===== src/rtl/core/sitda_pkg.sv =====
// ----------------------------------------------------------------------------
// sitda_pkg
// shared types, character codes and sizing helpers for the decimal converter
// ----------------------------------------------------------------------------
package sitda_pkg;

  localparam int CHAR_W      = 8;
  localparam int LEN_W       = 4;
  localparam int OUT_TDATA_W = 16;

  typedef logic [CHAR_W-1:0] char_t;
  typedef logic [LEN_W-1:0]  len_t;

  localparam char_t ASCII_ZERO  = 8'd48;
  localparam char_t ASCII_MINUS = 8'd45;

  // decimal digits that hold any value below 2**width (slight overestimate)
  function automatic int digit_count(input int width);
    digit_count = (width * 30103) / 100000 + 1;
  endfunction

endpackage


===== src/rtl/core/sitda_dabble.sv =====
// ----------------------------------------------------------------------------
// sitda_dabble
// one registered shift-and-add-3 step of the binary to bcd pipeline
// ----------------------------------------------------------------------------
module sitda_dabble #(
  parameter int VALUE_WIDTH = 32,
  parameter int NDIG        = 10
) (
  input  logic                   clk,
  input  logic                   rst,
  input  logic                   en,
  input  logic                   in_valid,
  input  logic [NDIG*4-1:0]      in_bcd,
  input  logic [VALUE_WIDTH-1:0] in_rem,
  input  logic                   in_neg,
  output logic                   out_valid,
  output logic [NDIG*4-1:0]      out_bcd,
  output logic [VALUE_WIDTH-1:0] out_rem,
  output logic                   out_neg
);

  logic [NDIG*4-1:0] adj;

  always_comb begin
    for (int i = 0; i < NDIG; i++) begin
      if (in_bcd[i*4 +: 4] >= 4'd5) begin
        adj[i*4 +: 4] = in_bcd[i*4 +: 4] + 4'd3;
      end else begin
        adj[i*4 +: 4] = in_bcd[i*4 +: 4];
      end
    end
  end

  always_ff @(posedge clk) begin
    if (rst) begin
      out_valid <= 1'b0;
    end else if (en) begin
      out_valid <= in_valid;
    end
  end

  always_ff @(posedge clk) begin
    if (en) begin
      out_bcd <= {adj[NDIG*4-2:0], in_rem[VALUE_WIDTH-1]};
      out_rem <= {in_rem[VALUE_WIDTH-2:0], 1'b0};
      out_neg <= in_neg;
    end
  end

endmodule


===== src/rtl/core/sitda_ser.sv =====
// ----------------------------------------------------------------------------
// sitda_ser
// character serialiser: sign, then significant digits, into an output register
// ----------------------------------------------------------------------------
module sitda_ser #(
  parameter int NDIG = 10
) (
  input  logic                  clk,
  input  logic                  rst,
  input  logic                  in_valid,
  output logic                  in_ready,
  input  logic [NDIG*4-1:0]     in_bcd,
  input  logic                  in_neg,
  output logic                  out_valid,
  input  logic                  out_ready,
  output sitda_pkg::char_t      out_char,
  output logic                  out_last,
  output sitda_pkg::len_t       out_len
);
  import sitda_pkg::*;

  localparam int IDX_W = $clog2(NDIG);
  localparam int CNT_W = $clog2(NDIG + 1);
  localparam int SUM_W = CNT_W + LEN_W;

  logic              busy;
  logic              neg_pend;
  logic [IDX_W-1:0]  idx;
  len_t              len;
  logic [NDIG*4-1:0] bcd;

  logic              emit;
  logic              finish;
  logic              load;
  logic [CNT_W-1:0]  nsig;
  logic [SUM_W-1:0]  len_sum;
  logic [3:0]        digit;

  always_comb begin
    nsig = CNT_W'(1);
    for (int i = 0; i < NDIG; i++) begin
      if (in_bcd[i*4 +: 4] != 4'd0) begin
        nsig = CNT_W'(i + 1);
      end
    end
  end

  assign len_sum  = SUM_W'(nsig) + SUM_W'(in_neg);
  assign digit    = bcd[idx*4 +: 4];
  assign emit     = busy && (!out_valid || out_ready);
  assign finish   = emit && !neg_pend && (idx == '0);
  assign in_ready = !busy || finish;
  assign load     = in_valid && in_ready;

  always_ff @(posedge clk) begin
    if (rst) begin
      busy <= 1'b0;
    end else if (load) begin
      busy <= 1'b1;
    end else if (finish) begin
      busy <= 1'b0;
    end
  end

  always_ff @(posedge clk) begin
    if (load) begin
      bcd      <= in_bcd;
      neg_pend <= in_neg;
      idx      <= IDX_W'(nsig - CNT_W'(1));
      len      <= len_sum[LEN_W-1:0];
    end else if (emit) begin
      if (neg_pend) begin
        neg_pend <= 1'b0;
      end else if (idx != '0) begin
        idx <= idx - IDX_W'(1);
      end
    end
  end

  always_ff @(posedge clk) begin
    if (rst) begin
      out_valid <= 1'b0;
    end else if (emit) begin
      out_valid <= 1'b1;
    end else if (out_ready) begin
      out_valid <= 1'b0;
    end
  end

  always_ff @(posedge clk) begin
    if (emit) begin
      if (neg_pend) begin
        out_char <= ASCII_MINUS;
        out_last <= 1'b0;
        out_len  <= '0;
      end else begin
        out_char <= ASCII_ZERO + char_t'(digit);
        out_last <= (idx == '0);
        out_len  <= (idx == '0) ? len : '0;
      end
    end
  end

endmodule


===== src/rtl/core/signed_int_to_decimal_ascii_core.sv =====
// ----------------------------------------------------------------------------
// signed_int_to_decimal_ascii_core
// signed integer to decimal ascii text, one character per output transaction
// ----------------------------------------------------------------------------
// Each input transaction carries one two's complement integer of VALUE_WIDTH
// bits. The block sends its decimal text most significant digit first, with a
// leading '-' for negative values; zero gives a single '0' and the most
// negative value converts correctly. The last character of a number has tlast
// set and carries the character count (modulo 16) in tdata[11:8]. A sign stage
// and VALUE_WIDTH shift-and-add-3 stages form the pipeline, which feeds the
// serialiser. The output side takes one character per cycle while m_tready
// is high, and a number has 1 to 11 characters at 32 bits; the serialiser,
// which holds one number at a time, sets that rate and stalls the pipeline.
module signed_int_to_decimal_ascii_core #(
  parameter int VALUE_WIDTH = 32
) (
  input  logic                                   clk,
  input  logic                                   rst,
  input  logic                                   s_tvalid,
  output logic                                   s_tready,
  // value
  input  logic [((VALUE_WIDTH+7)/8)*8-1:0]       s_tdata,
  output logic                                   m_tvalid,
  input  logic                                   m_tready,
  // character [7:0], total_length [11:8]
  output logic [sitda_pkg::OUT_TDATA_W-1:0]      m_tdata,
  output logic                                   m_tlast
);
  import sitda_pkg::*;

  localparam int NDIG = digit_count(VALUE_WIDTH);

  logic                   valid_s [0:VALUE_WIDTH];
  logic [NDIG*4-1:0]      bcd_s   [0:VALUE_WIDTH];
  logic [VALUE_WIDTH-1:0] rem_s   [0:VALUE_WIDTH];
  logic                   neg_s   [0:VALUE_WIDTH];

  logic                   advance;
  logic                   ser_ready;
  logic [VALUE_WIDTH-1:0] value;
  char_t                  out_char;
  len_t                   out_len;

  assign value    = s_tdata[VALUE_WIDTH-1:0];
  assign advance  = !valid_s[VALUE_WIDTH] || ser_ready;
  assign s_tready = advance;

  // sign stage
  always_ff @(posedge clk) begin
    if (rst) begin
      valid_s[0] <= 1'b0;
    end else if (advance) begin
      valid_s[0] <= s_tvalid;
    end
  end

  always_ff @(posedge clk) begin
    if (advance) begin
      neg_s[0] <= value[VALUE_WIDTH-1];
      rem_s[0] <= value[VALUE_WIDTH-1] ? (~value + VALUE_WIDTH'(1)) : value;
      bcd_s[0] <= '0;
    end
  end

  for (genvar g = 0; g < VALUE_WIDTH; g++) begin : g_dabble
    sitda_dabble #(
      .VALUE_WIDTH (VALUE_WIDTH),
      .NDIG        (NDIG)
    ) u_dabble (
      .clk       (clk),
      .rst       (rst),
      .en        (advance),
      .in_valid  (valid_s[g]),
      .in_bcd    (bcd_s[g]),
      .in_rem    (rem_s[g]),
      .in_neg    (neg_s[g]),
      .out_valid (valid_s[g+1]),
      .out_bcd   (bcd_s[g+1]),
      .out_rem   (rem_s[g+1]),
      .out_neg   (neg_s[g+1])
    );
  end

  sitda_ser #(
    .NDIG (NDIG)
  ) u_ser (
    .clk       (clk),
    .rst       (rst),
    .in_valid  (valid_s[VALUE_WIDTH]),
    .in_ready  (ser_ready),
    .in_bcd    (bcd_s[VALUE_WIDTH]),
    .in_neg    (neg_s[VALUE_WIDTH]),
    .out_valid (m_tvalid),
    .out_ready (m_tready),
    .out_char  (out_char),
    .out_last  (m_tlast),
    .out_len   (out_len)
  );

  assign m_tdata = {{(OUT_TDATA_W-CHAR_W-LEN_W){1'b0}}, out_len, out_char};

endmodule

===== config.mk =====
export PLATFORM = sky130hd
export DESIGN_NAME = signed_int_to_decimal_ascii_core
export DESIGN_NICKNAME = d
export VERILOG_FILES = /design/src/rtl/core/sitda_pkg.sv /design/src/rtl/core/sitda_dabble.sv /design/src/rtl/core/sitda_ser.sv /design/src/rtl/core/signed_int_to_decimal_ascii_core.sv
export SDC_FILE = /design/constraint.sdc
export NUM_CORES = 2
export LEC_CHECK = 0
export BUFFER_PORTS_ARGS = -buffer_cell sky130_fd_sc_hd__buf_4
export CORE_MARGIN = 2
export CORE_UTILIZATION = 55
export CTS_CLUSTER_SIZE = 25
export DETAILED_ROUTE_END_ITERATION = 6
export PLACE_DENSITY = 0.83
export SLEW_MARGIN = 20
export SYNTH_ARGS = -nofsm -noshare
export SYNTH_HDL_FRONTEND = slang
export SYNTH_HIERARCHICAL = 1
export SYNTH_SLANG_ARGS = --single-unit

===== constraint.sdc =====
create_clock -name clk -period 103.1 [get_ports clk]
set_input_delay 20.62 -clock clk [delete_from_list [all_inputs] [get_ports clk]]
set_output_delay 20.62 -clock clk [all_outputs]
set_load 0.01 [all_outputs]

# After elaboration in Yosys (flattened, before gate mapping)
# Index checks and enable logic that the tools add are counted.
# totals
register_bits	1719
inputBits	36
word_cells	1002
output_inout_bits	19
# op_classes
muxes	285
bitwise_logic	2
magnitude_cmp	265
n_eq_ne	1
shifts	1
n_addsub	270
reduce_logical	28
# ops
op	n
4-bit by 3-bit >= comparator with 1-bit output (second input constant)	255
4-bit two-way mux	241
4-bit by 2-bit adder with 4-bit output (second input constant)	234
3-bit two-way mux	25
3-bit by 2-bit adder with 3-bit output (second input constant)	21
4-bit nonzero test	10
40-bit by 7-bit indexed part select with 4-bit output	1
32-bit by 1-bit adder with 32-bit output (second input constant)	1
32-bit NOT	1
31-bit two-way mux	1
1-bit by 2-bit adder with 3-bit output (both inputs constant)	9
1-bit by 3-bit >= comparator with 1-bit output (both inputs constant)	9
1-bit two-way mux	16
2-bit nonzero test	4
4-bit by 1-bit subtractor with 4-bit output (second input constant)	2
6-bit by 4-bit adder with 7-bit output (first input constant)	1
4-bit by 1-bit adder with 4-bit output	1
1-bit logical AND	4
1-bit zero test	4
4-bit zero test	1
2-bit two-way mux	2
1-bit by 2-bit adder with 3-bit output (second input constant)	1
1-bit by 3-bit >= comparator with 1-bit output (second input constant)	1
1-bit logical OR	3
other kinds (4)	4

# Depth between registers and ports, before layout
# logic_depth
ltp_word	12
ltp_mapped	8
depth_no_buf	8

# Modules after synthesis
# Netlist, hierarchy kept.
# by_module_without_submodules
mod	area_per_inst_um2	seq_area_each_um2	instances	cells_each
sitda_dabble	3200.6	2182.1	32	233
sitda_ser	2628.8	1811.7	1	158
signed_int_to_decimal_ascii_core	1813.0	1011.0	1	149

# Worst setup path before layout
# No wires, ideal clock.
# synth_timing
path_type	input-to-output
startpoint	input m_tready
endpoint	output s_tready
t_required_ns	82.480
cell_stages	4
setup_slack_ns	5.283
arrival_time_ns	77.197
n_path_buf	0
path_cell_list	nand2b_1 nand3_1 nand2_1 nand2b_1
# synth_between
elab_chain_cells	6
# synth_rtl
element	line	source
start: declaration	signed_int_to_decimal_ascii_core.sv:24	input logic m_tready,
1-bit logical OR	sitda_ser.sv:50	assign emit = busy && (!out_valid || out_ready);
1-bit logical AND	sitda_ser.sv:50	
1-bit logical AND (2 in a row)	sitda_ser.sv:51	assign finish = emit && !neg_pend && (idx == '0);
1-bit logical OR	sitda_ser.sv:52	assign in_ready = !busy || finish;
named net ser_ready	signed_int_to_decimal_ascii_core.sv:39	logic ser_ready;
1-bit logical OR	signed_int_to_decimal_ascii_core.sv:45	assign advance = !valid_s[VALUE_WIDTH] || ser_ready;
end: declaration	signed_int_to_decimal_ascii_core.sv:20	output logic s_tready,
# The timed path passes the listed nets, and every way through them passes these cells.

# Worst setup path after layout
# Ends and elaborated chain as after synthesis.

==> impl_results.md <==
- Run status: completed
- Fillers: 11.83k
- TritonCTS clock tree: done
- Max-cap violations: 0
- Placed Area: 95330 µm²
- IO Pins: 55
- Nets: 8272
- Crit path kind: in -> out
- Final Setup Violations: 0
- # resized after CTS: 0
- Cell count after synthesis: 7203
- Crit Path Max Fanout: 43
- Detail Route Antenna Nets: 0
- Die area: 169800 µm²
- Max Fclk: 0.02354 GHz
- CTS root buf: clkbuf_16
- Clock Latency Late Sink: 830 ps
- # DRC: 0
- Layout cell share with drive strength beyond 1: 0.08746
- Vias: 50.18k
- Arr. time, crit path: 21860 ps
- DR vias/cell: 5.047
- Clock sinks: 1935
- Setup Fix Bufs, Post-CTS: 0
- Starting Density: 0.5546
- Tmin final: 42480 ps
- Setup TNS: 0 ps
- Core footprint: 165200 µm²
- Crit end category: primary output
- Slew @ Worst Pin: 1071 ps
- Clock-pin slew on the worst setup and hold paths: 60 ps
- Cell area after layout: 101500 µm²
- FP Rows: 149
- GPL Wtd Cong: 0.7800
- RSZ-0062 raised after global routing: no
- Final hold vios: 0
- Largest net degree at the start of global routing: 196
- Max Buffers Root-to-Sink: 3
- Comb pwr share: 0.308
- Post-DP HPWL: 84900 µm
- GRT Total Usage: 0.1532
- Total number of yosys warnings: 6
- P_leak: 42.69 nW
- CP Launch Type: primary input
- P_sw: 1.006 mW
- TritonCTS buffer count: 191
- Initial antenna violation count: 0
- H-tree level count: 4
- Flop pwr share: 0.473
- First-pass GRT wire length: 221000 µm
- Routed WL: 129200 µm
- Min-Delay Path Class: reg -> reg
- Pwr dens: 30.46 nW/µm²
- Max-slew violation count: 0
- Post-synthesis area per instance: 12.72 µm²
- Total gr overflow: 0
- Sw Share: 0.3252
- Worst slew margin: 0.2858
- 1st-pass router iterations: 7
- Worst IR Drop VDD: 17.95 µV
- Clock Skew: 44.32 ps
- WP data required: 82480 ps
- Final critical-path share of the clock period: 0.4120
- Smallest hold slack: 385.1 ps
- CTS Hold Buffers Added: 0
- Die Y: 412.1 µm
- Fin worst setup slack: 60620 ps
- Detailed Route Iter0 Violations: 2452
- Routed length per instance: 12.99 µm
- Pre-CTS setup slack: 60620 ps
- Int Pwr: 2.086 mW
- Mapped Area: 91610 µm²
- Vias in the first global route: 51.75k
- Clock share of power: 0.219
- Die width: 412.1 µm
- Count of input and output buffers: 47
- Syn-to-layout area delta: 10.80%
[through the flow]
step                power (mW)  cells  utilization
detailed placement       2.426   9587       0.5771
floorplan                2.200   7342            -
global placement         2.308   9587       0.5771
global route             3.319   9941       0.6145
CTS                      3.122   9941       0.6144
finish                   3.092   9942       0.6145
[sequential cells by signal (all words and copies together), names as in the netlist, 4 cells and up]
register / count
g_dabble.u_dabble/out_bcd: 1280
g_dabble.u_dabble/out_neg: 32
g_dabble.u_dabble/out_rem: 496
g_dabble.u_dabble/out_valid: 32
rem_s: 32
u_ser/bcd: 40
u_ser/idx: 4
u_ser/len: 4
u_ser/out_char: 5
u_ser/out_len: 4
[cells in the final DEF, fill, tap and decap left out, types with 6 or more instances in the layout]
cell / n
a21oi_1: 7
a21oi_2: 320
buf_4: 67
bufinv_16: 13
clkbuf_1: 49
clkbuf_16: 196
clkinv_1: 41
clkinv_2: 26
clkinvlp_4: 6
conb_1: 142
dfxtp_1: 35
edfxtp_1: 1900
ha_1: 645
inv_1: 648
inv_6: 6
mux2i_1: 358
mux4_2: 7
nand2_1: 1269
nand2b_1: 611
nand3_1: 10
nor2_1: 362
nor4_1: 11
o21ai_0: 297
o21ai_1: 288
o31ai_1: 12
xnor2_1: 350
[worst paths after layout]
| check | startpoint | to | slack (ps) | cells past startpoint |
|---|---|---|---|---|
| setup reg to reg | u_ser/idx[0]$_DFFE_PP_ | g_dabble[1].u_dabble/out_rem[5]$_DFFE_PP_ | 95050 | 11 |
| hold / removal | g_dabble[2].u_dabble/out_rem[5]$_DFFE_PP_ | g_dabble[3].u_dabble/out_rem[6]$_DFFE_PP_ | 390 | 0 |
| hold reg to reg | g_dabble[2].u_dabble/out_rem[5]$_DFFE_PP_ | g_dabble[3].u_dabble/out_rem[6]$_DFFE_PP_ | 390 | 0 |
| setup / recovery | m_tready | s_tready | 60620 | 6 |
[cell type report]
type                       count  area, µm²  share of cell area
multi-input combinational   4744      31850              0.3138
clock buffer                 249       5144             0.05068
timing repair buffer          71      556.8            0.005486
sequential                  1935      57760              0.5690
antenna                        1      2.502          0.00002465
tap                         2189       2739             0.02698
clock inverter               105       1016             0.01001
inverter                     648       2432             0.02396
[worst max-delay path, stage by stage]
cell and delay, ps:
buf_4 100, nand2b_1 210, nand3_1 160, nand2_1 70, nand2b_4 390, buf_4 290
[power groups by stage]
stage               combinational, mW  sequential (mW)  clock, mW
finish                          0.952             1.46      0.677
global route                     1.09             1.50      0.725
CTS                             0.962             1.47      0.694
detailed placement              0.947             1.48          0
global placement                0.853             1.46          0
floorplan                       0.774             1.43          0
[per-layer routing]
layer	GRT usage	routed length, µm
met3	0.02918	3842
met1	0.1510	47750
met2	0.3130	74460
met4	0.04984	3114
met5	0	0
Note: power is estimated with default switching activity, not from simulation.
